`src/design/zrld_pkg.sv`:
```
// ----------------------------------------------------------------------------
// zrld_pkg
// shared types and constants for the zero run length decoder
// ----------------------------------------------------------------------------
package zrld_pkg;

	localparam int FRAGMENT_BYTES_DEF = 8;
	localparam int COUNT_BITS_DEF     = 24;
	localparam int TOTAL_W            = 24;
	localparam int CODE_W             = 8;
	localparam int NBYTES_W           = 4;
	localparam int RUN_W              = 8;
	localparam int MAX_RESULTS        = 16;

	localparam logic [CODE_W-1:0] HDR_LITERAL = 8'h80;

	typedef enum logic [1:0] {
		MODE_HEADER   = 2'd0,
		MODE_LITERAL  = 2'd1,
		MODE_ZERO_LIT = 2'd2
	} mode_t;

	// one decoded run handed to the fragment stage
	typedef struct packed {
		logic              has_out;
		logic [CODE_W-1:0] data;
		logic [RUN_W-1:0]  cnt;
		logic              over;
		logic              done;
	} run_t;

endpackage

```
`src/design/zrld_decode.sv`:
```
// ----------------------------------------------------------------------------
// zrld_decode
// decode state and next-state logic for one coded byte per step
// ----------------------------------------------------------------------------
module zrld_decode #(
	parameter int FRAGMENT_BYTES = zrld_pkg::FRAGMENT_BYTES_DEF,
	parameter int COUNT_BITS     = zrld_pkg::COUNT_BITS_DEF
) (
	input  logic                           clk,
	input  logic                           arst_n,
	input  logic                           step,
	input  logic [zrld_pkg::CODE_W-1:0]    code_byte,
	input  logic                           stream_start,
	input  logic [zrld_pkg::TOTAL_W-1:0]   total,
	output zrld_pkg::run_t                 run
);

	localparam int TW  = (COUNT_BITS > zrld_pkg::TOTAL_W) ? COUNT_BITS : zrld_pkg::TOTAL_W;
	localparam int CAP = zrld_pkg::MAX_RESULTS * FRAGMENT_BYTES;
	localparam logic [zrld_pkg::RUN_W-1:0] CAP_V = zrld_pkg::RUN_W'(CAP);

	zrld_pkg::mode_t         mode_q, mode_e, mode_n;
	logic [6:0]              lit_q, lit_e, lit_n;
	logic [COUNT_BITS-1:0]   bw_q, bw_e, bw_n;
	logic                    fin_q, fin_e, fin_n;

	logic [TW-1:0]           total_ext;
	logic [TW-1:0]           cmax_ext;
	logic [COUNT_BITS-1:0]   tot;
	logic [COUNT_BITS-1:0]   rem;
	logic [COUNT_BITS-1:0]   n_ext;
	logic [COUNT_BITS-1:0]   take_c;
	logic [zrld_pkg::RUN_W-1:0] take8;
	logic [zrld_pkg::RUN_W-1:0] take;
	logic                    zover;

	assign total_ext = TW'(total);
	assign cmax_ext  = TW'({COUNT_BITS{1'b1}});
	assign tot       = (total_ext > cmax_ext) ? cmax_ext[COUNT_BITS-1:0]
	                                          : total_ext[COUNT_BITS-1:0];

	// a new stream clears everything before its first byte is decoded
	assign mode_e = stream_start ? zrld_pkg::MODE_HEADER : mode_q;
	assign lit_e  = stream_start ? 7'd0 : lit_q;
	assign bw_e   = stream_start ? '0 : bw_q;
	assign fin_e  = stream_start ? 1'b0 : fin_q;

	// zero run sizing
	assign rem    = tot - bw_e;
	assign n_ext  = COUNT_BITS'(code_byte[6:0]);
	assign zover  = ((n_ext + COUNT_BITS'(1)) > rem)
	             || ({1'b0, code_byte[6:0]} > CAP_V);
	assign take_c = (n_ext > rem) ? rem : n_ext;
	assign take8  = zrld_pkg::RUN_W'(take_c);
	assign take   = (take8 > CAP_V) ? CAP_V : take8;

	always_comb begin
		mode_n = mode_e;
		lit_n  = lit_e;
		bw_n   = bw_e;
		fin_n  = fin_e;
		run    = '0;
		if (fin_e || (bw_e >= tot)) begin
			fin_n = 1'b1;
		end else begin
			unique case (mode_e)
				zrld_pkg::MODE_LITERAL, zrld_pkg::MODE_ZERO_LIT: begin
					bw_n = bw_e + COUNT_BITS'(1);
					if (mode_e == zrld_pkg::MODE_LITERAL) begin
						lit_n  = lit_e - 7'd1;
						mode_n = (lit_n != 7'd0) ? zrld_pkg::MODE_LITERAL
						                         : zrld_pkg::MODE_HEADER;
					end else begin
						mode_n = zrld_pkg::MODE_HEADER;
					end
					run.has_out = 1'b1;
					run.data    = code_byte;
					run.cnt     = zrld_pkg::RUN_W'(1);
					if (bw_n == tot) begin
						fin_n    = 1'b1;
						run.over = (lit_n != 7'd0);
					end
					run.done = fin_n;
				end
				default: begin
					if ((code_byte & zrld_pkg::HDR_LITERAL) != '0) begin
						// literal run header, all ones is an empty run
						if (~code_byte[6:0] != 7'd0) begin
							lit_n  = ~code_byte[6:0];
							mode_n = zrld_pkg::MODE_LITERAL;
						end
					end else begin
						mode_n      = zrld_pkg::MODE_ZERO_LIT;
						bw_n        = bw_e + COUNT_BITS'(take);
						fin_n       = (bw_n >= tot);
						run.has_out = (take != '0);
						run.cnt     = take;
						run.over    = zover;
						run.done    = fin_n;
					end
				end
			endcase
		end
	end

	always_ff @(posedge clk or negedge arst_n) begin
		if (!arst_n) begin
			mode_q <= zrld_pkg::MODE_HEADER;
			lit_q  <= 7'd0;
			bw_q   <= '0;
			fin_q  <= 1'b0;
		end else if (step) begin
			mode_q <= mode_n;
			lit_q  <= lit_n;
			bw_q   <= bw_n;
			fin_q  <= fin_n;
		end
	end

endmodule

```
`src/design/zero_run_length_decoder_top.sv`:
```
// ----------------------------------------------------------------------------
// zero_run_length_decoder_top
// run-length coded byte stream to decoded byte fragments
// ----------------------------------------------------------------------------
// input channel (in_valid/in_ready) takes one coded byte per transfer with
// stream_start marking the first byte of a stream. cfg_we writes total_bytes,
// the decoded length of the stream; the user writes it only while the block
// is idle; the block does not enforce it. output channel (out_valid/out_ready)
// carries fragments of up to FRAGMENT_BYTES bytes, lowest byte first, with
// run_last, stream_complete and overrun flags.
// a coded byte is registered in the input register and then decoded into the
// fragment register, from which its first fragment is presented.
// one coded byte per cycle for headers, and for literals while the receiver
// takes each fragment; a zero run of n bytes holds the single fragment register
// for ceil(n / FRAGMENT_BYTES) transfers, and bytes that make a fragment wait.
// reset clears the decode state, the byte count and total_bytes; no fragments
// are pending afterward. when the receiver stalls, the pending fragment holds,
// bytes that make no fragment still pass, and in_ready drops once a byte that
// makes a fragment waits in the input register.
// ----------------------------------------------------------------------------
module zero_run_length_decoder_top #(
	parameter int FRAGMENT_BYTES = zrld_pkg::FRAGMENT_BYTES_DEF,
	parameter int COUNT_BITS     = zrld_pkg::COUNT_BITS_DEF
) (
	input  logic                            clk,
	input  logic                            arst_n,
	input  logic                            cfg_we,
	input  logic [zrld_pkg::TOTAL_W-1:0]    cfg_wdata,
	input  logic                            in_valid,
	output logic                            in_ready,
	input  logic [zrld_pkg::CODE_W-1:0]     code_byte,
	input  logic                            stream_start,
	output logic                            out_valid,
	input  logic                            out_ready,
	output logic [FRAGMENT_BYTES*8-1:0]     fragment_data,
	output logic [zrld_pkg::NBYTES_W-1:0]   fragment_bytes,
	output logic                            run_last,
	output logic                            stream_complete,
	output logic                            overrun
);

	localparam logic [zrld_pkg::RUN_W-1:0] FB_V = zrld_pkg::RUN_W'(FRAGMENT_BYTES);

	logic [zrld_pkg::TOTAL_W-1:0] total_q;

	logic                         valid_s1;
	logic [zrld_pkg::CODE_W-1:0]  code_s1;
	logic                         start_s1;

	logic                         valid_s2;
	logic [zrld_pkg::CODE_W-1:0]  data_s2;
	logic [zrld_pkg::RUN_W-1:0]   cnt_s2;
	logic                         over_s2;
	logic                         done_s2;

	zrld_pkg::run_t               run;
	logic                         s2_last;
	logic                         s2_free;
	logic                         step;

	zrld_decode #(
		.FRAGMENT_BYTES (FRAGMENT_BYTES),
		.COUNT_BITS     (COUNT_BITS)
	) u_decode (
		.clk          (clk),
		.arst_n       (arst_n),
		.step         (step),
		.code_byte    (code_s1),
		.stream_start (start_s1),
		.total        (total_q),
		.run          (run)
	);

	assign s2_last  = (cnt_s2 <= FB_V);
	assign s2_free  = !valid_s2 || (out_ready && s2_last);
	assign step     = valid_s1 && (s2_free || !run.has_out);
	assign in_ready = !valid_s1 || step;

	assign out_valid       = valid_s2;
	assign fragment_data   = (FRAGMENT_BYTES*8)'(data_s2);
	assign fragment_bytes  = s2_last ? zrld_pkg::NBYTES_W'(cnt_s2)
	                                 : zrld_pkg::NBYTES_W'(FRAGMENT_BYTES);
	assign run_last        = s2_last;
	assign stream_complete = s2_last && done_s2;
	assign overrun         = over_s2;

	always_ff @(posedge clk or negedge arst_n) begin
		if (!arst_n) begin
			total_q <= '0;
		end else if (cfg_we) begin
			total_q <= cfg_wdata;
		end
	end

	// input register
	always_ff @(posedge clk or negedge arst_n) begin
		if (!arst_n) begin
			valid_s1 <= 1'b0;
		end else if (in_ready) begin
			valid_s1 <= in_valid;
		end
	end

	always_ff @(posedge clk) begin
		if (in_valid && in_ready) begin
			code_s1  <= code_byte;
			start_s1 <= stream_start;
		end
	end

	// fragment register, a zero run counts down one fragment per transfer
	always_ff @(posedge clk or negedge arst_n) begin
		if (!arst_n) begin
			valid_s2 <= 1'b0;
		end else if (step && run.has_out) begin
			valid_s2 <= 1'b1;
		end else if (valid_s2 && out_ready && s2_last) begin
			valid_s2 <= 1'b0;
		end
	end

	always_ff @(posedge clk) begin
		if (step && run.has_out) begin
			data_s2 <= run.data;
			cnt_s2  <= run.cnt;
			over_s2 <= run.over;
			done_s2 <= run.done;
		end else if (valid_s2 && out_ready && !s2_last) begin
			cnt_s2 <= cnt_s2 - FB_V;
		end
	end

	a_cnt_nonzero: assert property (@(posedge clk) disable iff (!arst_n)
		valid_s2 |-> (cnt_s2 != '0))
		else $error("pending fragment with zero byte count");

	a_literal_single: assert property (@(posedge clk) disable iff (!arst_n)
		(valid_s2 && (data_s2 != '0)) |-> (cnt_s2 == zrld_pkg::RUN_W'(1)))
		else $error("literal byte spans more than one byte");

	a_run_continues: assert property (@(posedge clk) disable iff (!arst_n)
		(out_valid && out_ready && !run_last) |=> (out_valid && $stable(overrun)))
		else $error("zero run ended before its last fragment");

	a_no_step_blocked: assert property (@(posedge clk) disable iff (!arst_n)
		(step && run.has_out) |-> s2_free)
		else $error("decoded run overwrote a pending fragment");

endmodule

```
`config.mk`:
```
export PLATFORM = sky130hd
export DESIGN_NAME = zero_run_length_decoder_top
export DESIGN_NICKNAME = d
export VERILOG_FILES = /design/src/design/zrld_pkg.sv /design/src/design/zrld_decode.sv /design/src/design/zero_run_length_decoder_top.sv
export SDC_FILE = /design/constraint.sdc
export NUM_CORES = 1
export LEC_CHECK = 0
export BUFFER_PORTS_ARGS = -buffer_cell sky130_fd_sc_hd__buf_2
export CORE_ASPECT_RATIO = 1.1
export CORE_MARGIN = 2
export CORE_UTILIZATION = 30
export CTS_BUF_LIST = sky130_fd_sc_hd__clkbuf_16
export DETAILED_ROUTE_END_ITERATION = 10
export GPL_TIMING_DRIVEN = 1
export PLACE_DENSITY = 0.44
export SLEW_MARGIN = 15
export SYNTH_ARGS = -nofsm -noshare
export SYNTH_HDL_FRONTEND = slang
export SYNTH_HIERARCHICAL = 1
export SYNTH_SLANG_ARGS = --single-unit
```
`constraint.sdc`:
```
create_clock -name clk -period 9.95 [get_ports clk]
set_input_delay 2.4875 -clock clk [delete_from_list [all_inputs] [get_ports clk]]
set_output_delay 2.4875 -clock clk [all_outputs]
set_load 0.02 [all_outputs]
```
==> flow_summary.json, run 1 <==
{
  "synth_seq_cells": 87,
  "tightest_pin_transition_ns": 1.040,
  "detail_route.vias_per_cell": 5.292,
  "clock-root-buffer": "sky130_fd_sc_hd__clkbuf_16",
  "htree_levels": 3,
  "yosysWarningCount": 6,
  "cts_resized": 0,
  "cts_buffer_depth": 2,
  "initial_standard_cell_utilization_of_the_core_pct": 30.34,
  "postRouteAntennaNets": 0,
  "first_pass_iters": 7,
  "worst_clock_skew_ns": 0.01495,
  "arrival_ns": 9.17,
  "drc": 0,
  "die-width_um": 173.4,
  "total_leakage_power_nw": 4.254,
  "synth_area_leaders": "sky130_fd_sc_hd__dfrtp_1, sky130_fd_sc_hd__ha_1, sky130_fd_sc_hd__edfxtp_1",
  "place_worst_setup_slack_ns": 1.087,
  "route.met2.wl_um": 16310,
  "synth.lib_cells_used.distinct": 85,
  "antenna_found_initial": 0,
  "slew_headroom_pct": 30.42,
  "pin_count": 111,
  "share_clk_of_total_power_pct": 17.9,
  "routed_wirelength_um": 32390,
  "result_of_the_run": "complete, no violations",
  "crit_path_max_fanout": 19,
  "cts_setup_buffers": 0,
  "synth-main-ff-cell": "sky130_fd_sc_hd__dfrtp_1",
  "timing_worst_setup_path_type": "register to register",
  "die_height_um": 190.4,
  "intPower_w": 0.001030,
  "totalNegativeSetupSlack_ns": 0,
  "power.share.switching_pct": 47.14,
  "layout-drive-gt1-share_pct": 11.97,
  "gpl.final_weighted_congestion": 0.9473,
  "placementRows": 68,
  "critical_path_endpoint_category": "register",
  "synthesis.instances": 1168,
  "final_layout_fill_cell_count": 3357,
  "syn-cell-area_sq_um": 9474,
  "mostFrequentLayoutCells": "sky130_fd_sc_hd__nand2_1, sky130_fd_sc_hd__inv_1, sky130_fd_sc_hd__nor2_1, sky130_fd_sc_hd__ha_1, sky130_fd_sc_hd__a21oi_1",
  "wl_met1_um": 13860,
  "synthesis.area_per_instance_sq_um": 8.111,
  "route.detailed.wl_per_inst_um": 20.27,
  "fin_crit_sh_pct": 91.00,
  "drt_iter0_drc": 537,
  "grt_start_max_net_pins": 61,
  "async_reset_ff_share_pct": 68.97,
  "total_switching_power_w": 0.0009184,
  "setup_viol": 0,
  "critPathMaxStageDelay_ns": 0.71,
  "synth_enable_flop_cells": 27,
  "tritoncts_num_sinks": 87,
  "clkTransAtPathRegs_ns": 0.07,
  "placement.io_buffers": 54,
  "commonest_non_fill_non_tap_cell_in_the_layout": "sky130_fd_sc_hd__nand2_1",
  "power.sequential.fraction_pct": 28.5,
  "met3_length_um": 1242,
  "worstSetupStartpointType": "register",
  "total_inserted_antenna_cells": 0,
  "first_pass_grt_wire_length_um": 50240,
  "worst_slack_ns": 0.8954,
  "critPathRequiredTime_ns": 10.07,
  "top_cell_type_s_share_of_synthesized_area_pct": 15.85,
  "rsz0062_at_grt": "false",
  "fin_total_pwr_w": 0.001948,
  "flow.area_growth_from_synthesis_pct": 7.263,
  "most_area_hungry_cell_type_in_the_yosys_netlist": "sky130_fd_sc_hd__dfrtp_1",
  "via_count": 8457,
  "report.final.slew_viol_count": 0,
  "tritoncts_clock_tree": "built",
  "floorplan.core_area_sq_um": 31220,
  "cts.hold.buffers_added": 0,
  "finish.net_count": 1287,
  "grt_util_all_layers_pct": 19.93,
  "fmax_mhz": 110.4,
  "dp_hpwl_um": 25650,
  "critical-path-slowest-cell": "sky130_fd_sc_hd__edfxtp_1",
  "clk_latency_ns": 0.37,
  "grt.overflow.total": 0,
  "synth_seq_area_share_pct": 24.41,
  "holdCritPathClass": "register to register",
  "design.die.area_sq_um": 33020,
  "p_comb_share_pct": 53.6,
  "drv.max_cap_violation_count": 0,
  "post-route-min-period_ns": 9.055,
  "irDropWorstVdd_mv": 0.08882,
  "cts_made_buffers": 9,
  "routed.top_layer": "met4",
  "layout.core_utilization_pct": 32.55,
  "power.density_nw_per_um2": 191.7,
  "finalHoldViolCount": 0,
  "first_global_vias": 8267
}
[metal layers]
layer,vias to the layer above,track usage (%)
li1,4077,-
met1,4087,24.67
met2,248,35.25
met3,45,2.512
met4,0,7.790
met5,-,0
[logic make-up (layout without fill, tap and decap cells)]
logic type / count (synthesis) / count (layout) / synth area share [%]
simple gates: 369 / 369 / 20.13
compound gates: 289 / 289 / 20.68
buf+inv: 213 / 167 / 11.03
flops: 87 / 87 / 24.41
xor+xnor: 82 / 82 / 7.739
fa+ha+maj: 77 / 77 / 10.30
mux: 49 / 49 / 5.639
other cells: 2 / 58 / 0.07927
[path summary, 6_finish.rpt]
| path | start | to | slack [ns] | cells past startpoint |
|---|---|---|---|---|
| min in group asynchronous | arst_n | total_q[10]$_DFFE_PN0P_ | 2.25 | 2 |
| setup / recovery | start_s1$_DFFE_PP_ | done_s2$_DFFE_PP_ | 0.90 | 33 |
| setup reg to reg | start_s1$_DFFE_PP_ | done_s2$_DFFE_PP_ | 0.90 | 33 |
| hold reg to reg | u_decode/mode_q[0]$_DFFE_PN0P_ | u_decode/mode_q[0]$_DFFE_PN0P_ | 0.51 | 1 |
| hold / removal | u_decode/mode_q[0]$_DFFE_PN0P_ | u_decode/mode_q[0]$_DFFE_PN0P_ | 0.51 | 1 |
| max in group asynchronous | arst_n | u_decode/bw_q[14]$_DFFE_PN0P_ | 7.08 | 2 |
[state kept, by name (all words and copies together), names as in the netlist]
| name | flops |
|---|---|
| cnt_s2 | 8 |
| code_s1 | 8 |
| data_s2 | 8 |
| done_s2 | 1 |
| out_valid | 1 |
| overrun | 1 |
| start_s1 | 1 |
| total_q | 24 |
| u_decode/bw_q | 24 |
| u_decode/fin_q | 1 |
| u_decode/lit_q | 7 |
| u_decode/mode_q | 2 |
| valid_s1 | 1 |
[cell usage after synthesis (19+ instances only)]
master / count
sky130_fd_sc_hd__a21o_1: 24
sky130_fd_sc_hd__a21oi_1: 64
sky130_fd_sc_hd__buf_4: 58
sky130_fd_sc_hd__clkbuf_1: 62
sky130_fd_sc_hd__dfrtp_1: 60
sky130_fd_sc_hd__edfxtp_1: 27
sky130_fd_sc_hd__ha_1: 74
sky130_fd_sc_hd__inv_1: 77
sky130_fd_sc_hd__mux2_2: 33
sky130_fd_sc_hd__nand2_1: 87
sky130_fd_sc_hd__nand3_1: 43
sky130_fd_sc_hd__nand4_1: 20
sky130_fd_sc_hd__nor2_1: 76
sky130_fd_sc_hd__nor2b_1: 24
sky130_fd_sc_hd__nor3_1: 28
sky130_fd_sc_hd__o21ai_0: 54
sky130_fd_sc_hd__xnor2_1: 61
sky130_fd_sc_hd__xor2_1: 19
[through the flow]
step | cell area, sq um | instances | hold slack [ns]
6_report | 10160 | 1598 | 0.5056
5_1_grt | 10160 | 1598 | 0.5435
3_5_place_dp | 9873 | 1582 | 0.4855
2_1_floorplan | 9684 | 1224 | 0.4651
3_3_place_gp | 9873 | 1582 | 0.4844
4_1_cts | 10160 | 1598 | 0.5065
[critical path: cells and delay by family (launching register included)]
family,cells,cell delay [ns]
AOI/OAI and AO/OA,14,2.68
xor gates and xnor gates,2,0.84
adders and majority gates,6,1.93
buffers and inverters,2,0.11
DFF,1,0.71
muxes,1,0.48
and+or+nand+nor,8,2.02
[power groups by stage]
stage | clock, W | sequential (W) | combinational [W]
floorplan | 0 | 0.000509 | 0.000789
global placement | 0 | 0.000564 | 0.00104
detailed placement | 0 | 0.000562 | 0.00104
CTS | 0.000364 | 0.000557 | 0.00105
global route | 0.000375 | 0.000567 | 0.00117
finish | 0.000349 | 0.000555 | 0.00104
[final cells by class]
class / instances / area, sq um / share of cell area, %
multi-input combinational: 924 / 6334 / 62.32
sequential: 87 / 2312 / 22.75
tap: 420 / 525.5 / 5.171
timing repair buffer: 72 / 405.4 / 3.989
inverter: 79 / 296.5 / 2.918
clock buffer: 9 / 225.2 / 2.216
clock inverter: 7 / 63.81 / 0.6279
(Power assumes the default switching activity.)
==> run 2: changes to the inputs <==
CORE_UTILIZATION = 61   (was 30)
PLACE_DENSITY = 0.8   (was 0.44)
==> flow_summary.json, run 2 (synthesis results as in run 1) <==
{
  "result_of_the_run": "complete, no violations",
  "totalNegativeSetupSlack_ns": 0,
  "mostFrequentLayoutCells": "sky130_fd_sc_hd__nand2_1, sky130_fd_sc_hd__inv_1, sky130_fd_sc_hd__nor2_1, sky130_fd_sc_hd__ha_1, sky130_fd_sc_hd__a21oi_1",
  "total_leakage_power_nw": 4.213,
  "first_global_vias": 8113,
  "cp_num_buf_inv": 3,
  "route.detailed.wl_per_inst_um": 19.74,
  "antenna_found_initial": 0,
  "pin_count": 111,
  "critical-path-top-delay-family": "compound AO/OA/AOI/OAI gates",
  "power.density_nw_per_um2": 194.3,
  "clkTransAtPathRegs_ns": 0.08,
  "grt.overflow.total": 0,
  "placement.io_buffers": 54,
  "critical_path_endpoint_category": "register",
  "design.die.area_sq_um": 16550,
  "detail_route.vias_per_cell": 6.432,
  "layout-drive-gt1-share_pct": 11.70,
  "irDropWorstVdd_mv": 0.1018,
  "arrival_ns": 9.34,
  "postRouteAntennaNets": 0,
  "regToRegStartpoint": "start_s1$_DFFE_PP_",
  "tightest_pin_transition_ns": 1.072,
  "drc": 0,
  "cts_made_buffers": 9,
  "worst_clock_skew_ns": 0.01191,
  "timing_worst_setup_path_type": "register to register",
  "flow.area_growth_from_synthesis_pct": 3.870,
  "cts_resized": 0,
  "report.final.slew_viol_count": 0,
  "total_inserted_antenna_cells": 0,
  "grt_util_all_layers_pct": 33.37,
  "die_height_um": 134.7,
  "hp-start": "u_decode/mode_q[0]$_DFFE_PN0P_",
  "critPathLaunch": "start_s1$_DFFE_PP_",
  "initial_standard_cell_utilization_of_the_core_pct": 62.69,
  "final-instance-count-excl-fill": 1367,
  "die-width_um": 122.8,
  "post-route-min-period_ns": 9.237,
  "tritoncts_num_sinks": 87,
  "clock-root-buffer": "sky130_fd_sc_hd__clkbuf_16",
  "htree_levels": 3,
  "setup_viol": 0,
  "critical-path-slowest-cell": "sky130_fd_sc_hd__a211oi_1",
  "slew_headroom_pct": 28.25,
  "cts_buffer_depth": 2,
  "holdCritPathClass": "register to register",
  "dp.cells": 1351,
  "routed_wirelength_um": 26980,
  "worstSetupStartpointType": "register",
  "crit_path_max_fanout": 35,
  "placementRows": 47,
  "tritoncts_clock_tree": "built",
  "grt_start_max_net_pins": 61,
  "clk_latency_ns": 0.36,
  "dp_hpwl_um": 20430,
  "fmax_mhz": 108.3,
  "commonest_non_fill_non_tap_cell_in_the_layout": "sky130_fd_sc_hd__nand2_1",
  "first_pass_grt_wire_length_um": 43300,
  "drv.max_cap_violation_count": 0,
  "rsz0062_at_grt": "false",
  "via_count": 8793,
  "drt_iter0_drc": 975,
  "critPathMaxStageDelay_ns": 0.75,
  "critPathRequiredTime_ns": 10.06,
  "finish.net_count": 1280,
  "floorplan.core_area_sq_um": 15110,
  "gpl.final_weighted_congestion": 1.015,
  "largest_registers": "total_q: 24 flops, u_decode/bw_q: 24 flops",
  "first_pass_iters": 5,
  "finalHoldViolCount": 0,
  "fin_crit_sh_pct": 92.83,
  "cts_setup_buffers": 0,
  "cts.hold.buffers_added": 0
}
[run 2: cell types whose count changed in the layout (fill, tap and decap cells not counted)]
cell,change
sky130_fd_sc_hd__clkinv_4,+1
sky130_fd_sc_hd__inv_4,-1
sky130_fd_sc_hd__bufinv_16,-1
sky130_fd_sc_hd__clkinvlp_4,+1
sky130_fd_sc_hd__inv_8,+2
sky130_fd_sc_hd__clkinv_8,+1
sky130_fd_sc_hd__inv_1,-2
sky130_fd_sc_hd__clkinv_2,-1
sky130_fd_sc_hd__inv_6,+1
sky130_fd_sc_hd__clkinv_1,-1
sky130_fd_sc_hd__buf_4,-7
[run 2: layout make-up]
type | instances | area (sq um)
Tap cell | 196 | 245.2
Sequential cell | 87 | 2312
Fill cell | 1294 | 5273
Clock buffer | 9 | 225.2
Clock inverter | 7 | 75.07
Inverter | 79 | 296.5
Multi-Input combinational cell | 924 | 6334
Timing Repair Buffer | 65 | 352.8
[run 2: worst register-to-register path, delay by kind of cell, from the launching register on]
kind	cells	cell delay (ns)
adder cells (fa/ha/maj)	4	1.31
flip-flops	1	0.36
XOR/XNOR	1	0.16
AND/OR/NAND/NOR	6	1.52
buffers and inverters	3	0.80
multiplexers	1	0.42
AO/OA/AOI/OAI	17	4.44
[run 2: worst paths after layout]
kind,end,slack (ns),cells after the start
max in group asynchronous,u_decode/bw_q[9]$_DFFE_PN0P_,7.08,2
setup reg to reg,done_s2$_DFFE_PP_,0.71,32
setup / recovery,done_s2$_DFFE_PP_,0.71,32
hold / removal,u_decode/mode_q[0]$_DFFE_PN0P_,0.51,1
hold reg to reg,u_decode/mode_q[0]$_DFFE_PN0P_,0.51,1
min in group asynchronous,total_q[12]$_DFFE_PN0P_,2.31,2
[run 2: per-layer routing]
layer	global-route usage [%]	vias to the layer above	part of all wire, %
met5	0	-	0
li1	-	4064	-
met3	6.081	63	10
met4	10.79	0	2.9
met2	51.78	498	45
met1	46.93	4168	42
[run 2: where the power goes]
group          internal (W)  switching, W
sequential         0.000445      0.000102
combinational      0.000385      0.000629
clock              0.000178      0.000173
total               0.00101      0.000904
[run 2: stage by stage]
| step | setup WS (ns) | cell area, sq um | hold slack, ns | util, % | total power, W |
|---|---|---|---|---|---|
| 2_1_floorplan | 1.990 | 9684 | 0.4651 | - | 0.001298 |
| 3_3_place_gp | 1.186 | 9540 | 0.4753 | 63.13 | 0.001502 |
| 3_5_place_dp | 1.032 | 9540 | 0.4908 | 63.13 | 0.001529 |
| 4_1_cts | 0.9865 | 9841 | 0.5064 | 65.11 | 0.001886 |
| 5_1_grt | 0.2163 | 9841 | 0.5203 | 65.11 | 0.002036 |
| 6_report | 0.7132 | 9841 | 0.5077 | 65.11 | 0.001912 |
==> run 3: changes to the inputs <==
CELL_PAD_IN_SITES_DETAIL_PLACEMENT = 0   (was unset)
CELL_PAD_IN_SITES_GLOBAL_PLACEMENT = 1   (was unset)
CORE_UTILIZATION = 45   (was 61)
PLACE_DENSITY = 0.79   (was 0.8)
==> flow_summary.json, run 3 (synthesis results as in run 1) <==
{
  "cts.hold.buffers_added": 0,
  "rsz0062_at_grt": "false",
  "total_switching_power_w": 0.0009098,
  "intPower_w": 0.001051,
  "cts_buffer_depth": 2,
  "largest_registers": "total_q: 24 flops, u_decode/bw_q: 24 flops",
  "power.share.switching_pct": 46.40,
  "postRouteAntennaNets": 0,
  "clk_latency_ns": 0.36,
  "routed_wirelength_um": 29110,
  "tritoncts_num_sinks": 87,
  "regToRegStartpoint": "start_s1$_DFFE_PP_",
  "setup_viol": 0,
  "layout.core_utilization_pct": 48.21,
  "tritoncts_clock_tree": "built",
  "placement.io_buffers": 54,
  "worstHoldEndpoint": "u_decode/mode_q[1]$_DFFE_PN0P_",
  "pin_count": 111,
  "design.die.area_sq_um": 22230,
  "dp.cells": 1414,
  "min_path_cells": 1,
  "slew_headroom_pct": 31.00,
  "holdCritPathClass": "register to register",
  "first_global_vias": 7984,
  "power.density_nw_per_um2": 197.0,
  "power.sequential.fraction_pct": 27.9,
  "critical_path_endpoint_category": "register",
  "met3_length_um": 1531,
  "dp_hpwl_um": 22430,
  "post-route-min-period_ns": 9.005,
  "finalHoldViolCount": 0,
  "clkTransAtPathRegs_ns": 0.07,
  "gpl.final_weighted_congestion": 0.9491,
  "timing.reg2reg.worst_path_depth": 29,
  "share_clk_of_total_power_pct": 19.3,
  "first_pass_iters": 5,
  "hp-start": "u_decode/mode_q[1]$_DFFE_PN0P_",
  "routed.top_layer": "met4",
  "placementRows": 55,
  "first_pass_grt_wire_length_um": 45550,
  "timing.rr.end": "done_s2$_DFFE_PP_",
  "worstSetupStartpointType": "register",
  "wl_met1_um": 12960,
  "flow.area_growth_from_synthesis_pct": 5.045,
  "grt_util_all_layers_pct": 26.44,
  "mostFrequentLayoutCells": "sky130_fd_sc_hd__nand2_1, sky130_fd_sc_hd__inv_1, sky130_fd_sc_hd__nor2_1, sky130_fd_sc_hd__ha_1, sky130_fd_sc_hd__a21oi_1",
  "critPathRequiredTime_ns": 10.15,
  "layout-drive-gt1-share_pct": 11.75,
  "final-instance-count-excl-fill": 1430,
  "detail_route.vias_per_cell": 5.951,
  "htree_levels": 3,
  "total_leakage_power_nw": 4.237,
  "cts_resized": 0,
  "cts_setup_buffers": 0,
  "drt_iter0_drc": 686,
  "route.met2.wl_um": 14050,
  "finish.net_count": 1283,
  "tightest_pin_transition_ns": 1.033,
  "p_comb_share_pct": 52.8,
  "crit_path_max_fanout": 22,
  "clock-root-buffer": "sky130_fd_sc_hd__clkbuf_16",
  "arrival_ns": 9.21,
  "fmax_mhz": 111.1,
  "initial_standard_cell_utilization_of_the_core_pct": 45.89,
  "totalNegativeSetupSlack_ns": 0,
  "irDropWorstVdd_mv": 0.09164,
  "total_inserted_antenna_cells": 0,
  "drc": 0,
  "cts_made_buffers": 9,
  "floorplan.core_area_sq_um": 20640,
  "via_count": 8510,
  "critical-path-slowest-cell": "sky130_fd_sc_hd__edfxtp_1",
  "die-width_um": 142.3,
  "commonest_non_fill_non_tap_cell_in_the_layout": "sky130_fd_sc_hd__nand2_1",
  "drv.max_cap_violation_count": 0,
  "route.detailed.wl_per_inst_um": 20.36,
  "die_height_um": 156.2,
  "fin_crit_sh_pct": 90.50,
  "worst_clock_skew_ns": 0.01477,
  "critPathMaxStageDelay_ns": 0.66,
  "antenna_found_initial": 0,
  "grt_start_max_net_pins": 61,
  "report.final.slew_viol_count": 0,
  "timing_worst_setup_path_type": "register to register",
  "result_of_the_run": "complete, no violations",
  "grt.overflow.total": 0,
  "r2r_slack_ns": 0.95
}
## run 3: cell types whose count changed in the layout (fill, tap and decap cells not counted), sizes merged
cell | previous run | this run
buf | 65 | 68
bufinv | 0 | 2
inv | 82 | 79
clkinv | 3 | 4
## run 3: worst max-delay path by stage
stage | start | to | slack [ns] | cells after the start
after floorplan | start_s1$_DFFE_PP_ | done_s2$_DFFE_PP_ | 1.99 | 39
after global placement | start_s1$_DFFE_PP_ | done_s2$_DFFE_PP_ | 1.28 | 31
after detailed placement | start_s1$_DFFE_PP_ | done_s2$_DFFE_PP_ | 1.20 | 31
after CTS | start_s1$_DFFE_PP_ | done_s2$_DFFE_PP_ | 1.06 | 29
after global routing | start_s1$_DFFE_PP_ | done_s2$_DFFE_PP_ | 0.22 | 31
final | start_s1$_DFFE_PP_ | done_s2$_DFFE_PP_ | 0.95 | 29
## run 3: per-layer routing
metal | global-route usage, % | up-vias
met2 | 45.00 | 317
li1 | - | 4093
met4 | 7.214 | 0
met1 | 35.76 | 4060
met5 | 0 | -
met3 | 2.824 | 40
## run 3: final cells by class
| cell class | instances | area (sq um) |
|---|---|---|
| fillers | 2041 | 10690 |
| well taps | 256 | 320.3 |
| repair buffers | 68 | 375.4 |
| flip-flops and latches | 87 | 2312 |
| multi-input cells | 924 | 6334 |
| clock inverters | 7 | 88.84 |
| clock buffers | 9 | 225.2 |
| inverters | 79 | 296.5 |
## run 3: worst max-delay path: cells and delay by family (launching register included)
family | cells | cell delay [ns]
mux | 2 | 0.81
flops | 1 | 0.66
simple gates | 9 | 2.95
fa+ha+maj | 3 | 1.06
compound gates | 12 | 2.85
buf+inv | 2 | 0.34
xor+xnor | 1 | 0.16
## run 3: through the flow
stage	hold WS (ns)	power, W	area (sq um)	worst slack (ns)
after CTS	0.4972	0.001953	9952	1.062
after global routing	0.4988	0.002098	9952	0.2215
final	0.4989	0.001961	9952	0.9451
after global placement	0.4759	0.001567	9638	1.278
after detailed placement	0.4815	0.001569	9638	1.202
after floorplan	0.4651	0.001298	9684	1.990
## run 3: power groups by stage
stage	logic, W	registers [W]	clock network [W]
after detailed placement	0.00102	0.000553	0
final	0.00104	0.000546	0.000378
after global placement	0.00102	0.000551	0
after global routing	0.00114	0.000558	0.000398
after floorplan	0.000789	0.000509	0
after CTS	0.00102	0.000546	0.000386
